`config.mk`:
```
export PLATFORM = sky130hd
export DESIGN_NAME = scp_sqrt
export DESIGN_NICKNAME = d
export VERILOG_FILES = /design/src/rtl/core/scp_pkg.sv /design/src/rtl/core/scp_sqrt.sv
export SDC_FILE = /design/constraint.sdc
export NUM_CORES = 1
export LEC_CHECK = 0
export BUFFER_PORTS_ARGS = -buffer_cell sky130_fd_sc_hd__buf_2
export CAP_MARGIN = 20
export CORE_ASPECT_RATIO = 0.9
export CORE_MARGIN = 10
export CORE_UTILIZATION = 55
export DETAILED_ROUTE_END_ITERATION = 7
export PLACE_DENSITY = 0.74
export SLEW_MARGIN = 15
export SYNTH_ARGS = -nofsm -noshare
export SYNTH_HDL_FRONTEND = slang
export SYNTH_SLANG_ARGS = --single-unit
```
`constraint.sdc`:
```
create_clock -name i_clk -period 2.9 [get_ports i_clk]
set_clock_uncertainty 0.1 [all_clocks]
set_input_delay 0.29 -clock i_clk [delete_from_list [all_inputs] [get_ports i_clk]]
set_output_delay 0.29 -clock i_clk [all_outputs]
set_load 0.005 [all_outputs]
```
`src/rtl/core/scp_pkg.sv`:
```
`timescale 1ns / 1ps

package scp_pkg;

    // square root unit: 34-bit radicand, one root bit per stage
    localparam int RAD_W  = 34;
    localparam int ROOT_W = RAD_W / 2;
    localparam int REM_W  = ROOT_W + 2;
    localparam int SQ_LAT = ROOT_W;

    // divider unit: quotient below 2^QUO_W, one quotient bit per stage
    localparam int QUO_W   = 32;
    localparam int DEN_W   = 35;
    localparam int NUM_W   = DEN_W + QUO_W;
    localparam int DIV_LAT = QUO_W;

    // field widths
    localparam int GAIN_W  = 18;
    localparam int SCALE_W = 22;
    localparam int FORCE_W = 22;

    // register map, word index
    localparam logic [1:0] REG_APPROACH   = 2'd0;
    localparam logic [1:0] REG_SEPARATION = 2'd1;
    localparam logic [1:0] REG_SCALE      = 2'd2;

    localparam logic [GAIN_W-1:0]  APPROACH_RST   = GAIN_W'(13107);
    localparam logic [GAIN_W-1:0]  SEPARATION_RST = GAIN_W'(65536);
    localparam logic [SCALE_W-1:0] SCALE_RST      = SCALE_W'(786432);

    // stiffness clamp, Q16
    localparam int STIFF_HI = 58982;
    localparam int STIFF_LO = -19661;

    // stages: input, products, dot/miss, root, den, sat check, two
    // dividers, curve, stiffness, ratio setup, divider, five force steps,
    // divider
    localparam int PIPE_LAT = 3 + SQ_LAT + 2 + DIV_LAT + 3 + DIV_LAT + 5 + DIV_LAT;

endpackage

```
`src/rtl/core/scp_sqrt.sv`:
```
`timescale 1ns / 1ps

module scp_sqrt (
    input  logic                        i_clk,
    input  logic                        i_en,
    input  logic [scp_pkg::RAD_W-1:0]   i_rad,
    output logic [scp_pkg::ROOT_W-1:0]  o_root
);
    import scp_pkg::*;

    logic [REM_W-1:0]  r_rem  [SQ_LAT];
    logic [ROOT_W-1:0] r_root [SQ_LAT];
    logic [RAD_W-1:0]  r_bits [SQ_LAT];

    // restoring digit recurrence, two radicand bits per stage
    for (genvar j = 0; j < SQ_LAT; j++) begin : g_stage
        logic [REM_W-1:0]  rem_in;
        logic [ROOT_W-1:0] root_in;
        logic [RAD_W-1:0]  bits_in;
        logic [REM_W+1:0]  part;
        logic [REM_W+1:0]  trial;
        logic              ge;
        logic [REM_W-1:0]  n_rem;

        if (j == 0) begin : g_first
            assign rem_in  = '0;
            assign root_in = '0;
            assign bits_in = i_rad;
        end else begin : g_next
            assign rem_in  = r_rem[j-1];
            assign root_in = r_root[j-1];
            assign bits_in = r_bits[j-1];
        end

        assign part  = {rem_in, bits_in[RAD_W-1 -: 2]};
        assign trial = (REM_W+2)'({root_in, 2'b01});
        assign ge    = part >= trial;
        assign n_rem = ge ? REM_W'(part - trial) : REM_W'(part);

        always_ff @(posedge i_clk) begin
            if (i_en) begin
                r_rem[j]  <= n_rem;
                r_root[j] <= {root_in[ROOT_W-2:0], ge};
                r_bits[j] <= {bits_in[RAD_W-3:0], 2'b00};
            end
        end
    end

    assign o_root = r_root[SQ_LAT-1];

endmodule

```
Yosys cells after proc, flatten, opt, wreduce, memory -nomap -nowiden
Memories as Yosys holds them, arrays and structs flattened.
Cells that the tools add are included.
{"block": "word_totals", "register_bits": 0, "ram_bits": 1156, "in_bits": 36, "out_inout_bits": 17, "memories": 3}
{"block": "classes", "addsub": 17, "n_lt_le_gt_ge": 17, "mux": 19}
{"name": "r_bits", "words": 17, "width": 32, "rd": 16, "rd_ports_with_merged_regs": 0, "write_ports": 17, "line": "scp_sqrt.sv:13", "rtl": "logic [RAD_W-1:0] r_bits [SQ_LAT];"}
{"name": "r_rem", "words": 17, "width": 19, "rd": 16, "rd_ports_with_merged_regs": 0, "write_ports": 17, "line": "scp_sqrt.sv:11", "rtl": "logic [REM_W-1:0] r_rem [SQ_LAT];"}
{"name": "r_root", "words": 17, "width": 17, "rd": 17, "rd_ports_with_merged_regs": 0, "write_ports": 17, "line": "scp_sqrt.sv:12", "rtl": "logic [ROOT_W-1:0] r_root [SQ_LAT];"}
{"operator": "$ge A21 B19 Y1", "n": 16}
{"operator": "$mux W19", "n": 17}
{"operator": "$sub A19 B19 Y19", "n": 16}
{"operator": "$sub A2 B1 Y3 const B", "n": 1}
{"operator": "$ge A2 B1 Y1 const B", "n": 1}
{"operator": "$mux W1", "n": 2}

Depth between registers and ports, before layout
An unclocked memory read counts as a cell.
{"block": "depth", "word_depth": 3, "ltp_mapped": 11}

Least setup slack after synthesis
No wires, ideal clock.
{"block": "synth_path", "kind": "reg2reg", "from": "memory r_rem[0][99] (netlist name)", "to": "memory r_rem[0][118] (netlist name) (data pin)", "setup_time_ns": 0.260, "t_arrival_ns": 2.479, "t_required_ns": 2.540, "slack_ns": 0.061, "path_stages_with_launch": 9, "synth_period_minus_slack_ns": 2.839, "cell_sequence": "edfxtp_1 ha_1 a21o_1 a31o_2 a211o_1 nor3_1 and2_1 clkbuf_1 mux2_2"}
{"element": "from (decl)", "line": "scp_sqrt.sv:11"}

==> results <==
- The flow ran to the end, and the final reports show no timing, DRC or antenna violations.
- Synthesis instantiated between 70 and 80 different standard cells from the library.
- The die covers between 60000 and 70000 um2.
- The worst setup path category is reg2reg.
- The routed layout has 19.6k vias.
- The clock passes through at most 3 buffers.
- Wire segments on met3 add up to 3.16 mm in the final route.
- The insertion delay of the later-clocked pin in the worst-skew pair is around 0.64 ns.
- Counting I/O delays and the setup requirement, the final critical path takes about 2.9 ns.
- Compared with the post-synthesis result, the final layout area differs by 15.5%.
- The count of antenna-violating nets left after detailed routing is 0.
- Of the total power, combinational logic draws 0.150.
- Detailed routing placed a total of approximately 28 mm of wire on met2.
- Counting every net in the synthesized netlist gives 2665.
- On the final layout, the worst hold slack is between 0.2 and 0.25 ns.
- The I/O pin count is 53.
- The total internal power is a little under 20 mW.
- The worst setup path is captured at a flop.
- The reported net switching power is approximately 6.9 mW.
- The maximum VDD drop is approximately 0.80 mV.
- The critical path launch point type is a flop.
- The wire length of the first global-routing pass is around 100 mm.
- The final count of hold timing violations is 0.
- The initial utilization of the core area, before any placement, comes to 0.556.
- The total power of the final layout is ~27 mW.
- CTS placed an instance of clkbuf_16 at the clock tree root.
- The antenna diode count is 0.
- The synthesized instance count is 2458.
- After synthesis the cells add up to between 30000 and 40000 um2.
- After global routing the overflow that remains totals 0.
- The core region is 58500 um2.
- The count of maximum capacitance violations is 0.
- The post-place instance area is 34600 um2.
- The pre-antenna-repair detailed-routing pass consisted of 5 iterations.
- The vertical die dimension is between 200 and 300 um.
- The routed via count divided by cell count is ~5.6.
- At the end of the flow, the number of nets in the layout was 2890.
- The share of total power dissipated in the clock network is 0.352.
- Row generation in the floorplan step produced 84 rows.
- Leaving out fill and tap cells, the most frequent cell in the layout is edfxtp_1.
- The ratio of cells with drive above 1 in the final layout is 0.126.
- The average instance area after synthesis is 13.2 um2.
- The worst hold path belongs to the class in2reg.
- Setup repair after global routing could not meet its margin everywhere.
- The number of instances in the placed design is roughly 3.3k.
- Buffers placed on the I/O ports in this run total between 50 and 60.
- The design area is 37600 um2.
- Setup slack closes at 0.0356 ns.
- The largest net degree at the start of global routing is 100.
- The via count of the first global-routing pass came to roughly 19k.
- The post-route clock period utilization is 0.988.
- The die is around 280 um wide.
- The share of total power dissipated in sequential elements is 0.498.
- In the layout the commonest cells are edfxtp_1, inv_1, ha_1, nor2_1, a21oi_1.
- TritonCTS built the clock tree.
- The Yosys step of the flow raised 0 warnings.
- The flip-flop cell with the highest count after synthesis is edfxtp_1.
- The total track usage is 0.170.
- The clock sink count is roughly 710.
- The first routing iteration left about 1.4k violations.
- The detailed-route DRC error count is 0.
- Routability-driven placement finished with a final weighted congestion of about 0.95.
- For the pin with the worst max-slew slack, the measured transition is 0.787 ns.
- The number of flops mapped to enable cells by yosys is about 700.
- Along the worst path, the maximum fanout reaches 6.
- The data arrival time of the worst path is approximately 3.1 ns.
- Routed signal wires occupy layers up through met4.
- The reported leakage power is between 10 and 15 nW.
- The placement-stage worst setup slack is -0.0426 ns.
- The post-detailed-routing wire length is approximately 60 mm.
- The routed length on met1 is about 28 mm.
- Buffers inserted during clock tree synthesis total 73.
- The ratio of total power to cell area is around 710 nW/um2.
- Dividing the detail-routed wire length by the instance count gives approximately 17 um.
- The number of storage elements in the synthesis netlist is 707.
- The final max-slew violation count is 0.
- The share of flip-flops with an asynchronous set or reset after synthesis is 0.
- Timing would allow up to between 300 and 400 MHz.
- The wire-length estimate of the detail-placed layout is 41.2 mm.
- Clock-pin slew was measured on the worst setup and hold paths at around 0.060 ns.
- The count of cells in the finished layout, fillers not included, comes to about 3.5k.
- The endpoint required time on the critical path is approximately 3.2 ns.
- The portion of the post-synthesis area used by sequential elements is 0.652.
- The initial antenna violation count is 0.
- In this run the number of H-tree levels came out at 3.
- Measured against its own limit, the worst slew margin works out to 0.473.
- Setup violations remaining at the end of the flow were counted as 0.
- The share of total power consumed by net switching is 0.257.
cells by family (layout without fill, tap and decap cells):
kind of cell,count (synthesis),count (layout),synth area share
other,1,1,0.000115
muxes,41,41,0.0138
DFF,707,707,0.652
AOI/OAI and AO/OA,463,464,0.0873
buffers and inverters,247,527,0.0290
xor gates and xnor gates,207,207,0.0557
and+or+nand+nor,621,621,0.0964
adders and majority gates,171,171,0.0657
per-layer routing:
layer	track usage	up-vias
met3	0.0324	135
li1	-	9571
met5	0	-
met2	0.267	533
met1	0.234	9383
met4	0.0587	0
flip-flops by register name (all words and copies together) (netlist names):
name and count:
r_rem 282, r_bits 272, r_root 153
cells in the mapped netlist, types with 4 or more instances:
| library cell | count | area share |
|---|---|---|
| and2_1 | 8 | 0.0015 |
| and3_1 | 7 | 0.0013 |
| nor2_1 | 152 | 0.018 |
| buf_2 | 6 | 0.00092 |
| xor2_1 | 88 | 0.024 |
| a31o_2 | 4 | 0.0011 |
| nand3_1 | 38 | 0.0058 |
| mux2_2 | 31 | 0.011 |
| a221oi_1 | 4 | 0.0011 |
| inv_1 | 214 | 0.025 |
| a31oi_1 | 16 | 0.0031 |
| o21a_1 | 38 | 0.0088 |
| or2_2 | 9 | 0.0017 |
| nand4b_1 | 10 | 0.0027 |
| or4_1 | 21 | 0.0048 |
| a21o_1 | 42 | 0.0097 |
| nand4_1 | 28 | 0.0054 |
| a21oi_1 | 152 | 0.023 |
| o31ai_1 | 7 | 0.0016 |
| ha_1 | 171 | 0.066 |
| nor2b_1 | 24 | 0.0046 |
| nand3b_1 | 9 | 0.0021 |
| o2111ai_1 | 4 | 0.0011 |
| clkbuf_1 | 24 | 0.0028 |
| o22ai_1 | 4 | 0.00077 |
| xnor2_1 | 119 | 0.032 |
| o41ai_1 | 8 | 0.0022 |
| mux2i_1 | 10 | 0.0031 |
| nor4_1 | 27 | 0.0052 |
| nand2_1 | 148 | 0.017 |
| nor3_1 | 57 | 0.0088 |
| a211oi_1 | 9 | 0.0021 |
| o21ai_0 | 124 | 0.019 |
| a211o_1 | 6 | 0.0016 |
| edfxtp_1 | 707 | 0.65 |
| o21bai_1 | 8 | 0.0018 |
| and4_1 | 7 | 0.0019 |
| o211ai_1 | 11 | 0.0025 |
| or3_1 | 28 | 0.0054 |
| nand2b_1 | 33 | 0.0063 |
stage by stage:
stage	util	TNS, ns
6_report	0.643	0
5_1_grt	0.643	-0.495
4_1_cts	0.639	0
3_5_place_dp	0.591	-0.221
3_3_place_gp	0.591	0
2_1_floorplan	-	0
final timing paths:
path | startpoint | to | slack [ns] | cells after the start
worst max-delay path | r_rem[0][140] | r_rem[0][168] | 0.04 | 9
worst min-delay path | i_rad[14] | r_bits[0][14] | 0.25 | 2
worst max register to register | r_rem[0][140] | r_rem[0][168] | 0.04 | 9
worst min register to register | r_bits[0][121] | r_bits[0][155] | 0.31 | 0
critical path: stages, from the launching register on:
cell,delay [ns]
edfxtp_1,0.39
ha_2,0.19
or4_4,0.43
or3_4,0.35
or4_4,0.45
nor2_4,0.18
o21ai_4,0.13
buf_12,0.17
nand4_1,0.10
xnor2_1,0.09
area by class of cell:
type,instances,area [um2]
Tap cell,774,968
Inverter,214,803
Multi-Input combinational cell,1505,10600
Sequential cell,707,21200
Clock inverter,47,553
Fill cell,4157,20900
Clock buffer,84,1870
Timing Repair Buffer,182,1570
power groups by stage:
| stage | logic (mW) | registers [mW] | clock network [mW] |
|---|---|---|---|
| after floorplan | 2.76 | 13.2 | 0 |
| after global placement | 3.69 | 13.4 | 0 |
| after detailed placement | 3.83 | 13.4 | 0 |
| after CTS | 3.91 | 13.2 | 9.53 |
| after global routing | 4.48 | 13.4 | 9.98 |
| final | 4.00 | 13.3 | 9.36 |
what timing repair did:
item                                    in CTS  in global routing
resized for setup                            8                 46
endpoints found under the hold margin       82                  0
endpoints found under the setup margin      36                128
buffers inserted                             0                  2
pin swaps                                    1                 13
hold buffers                                36                  0
gates cloned                                 0                  2
Power figures use the tool's default switching activity.
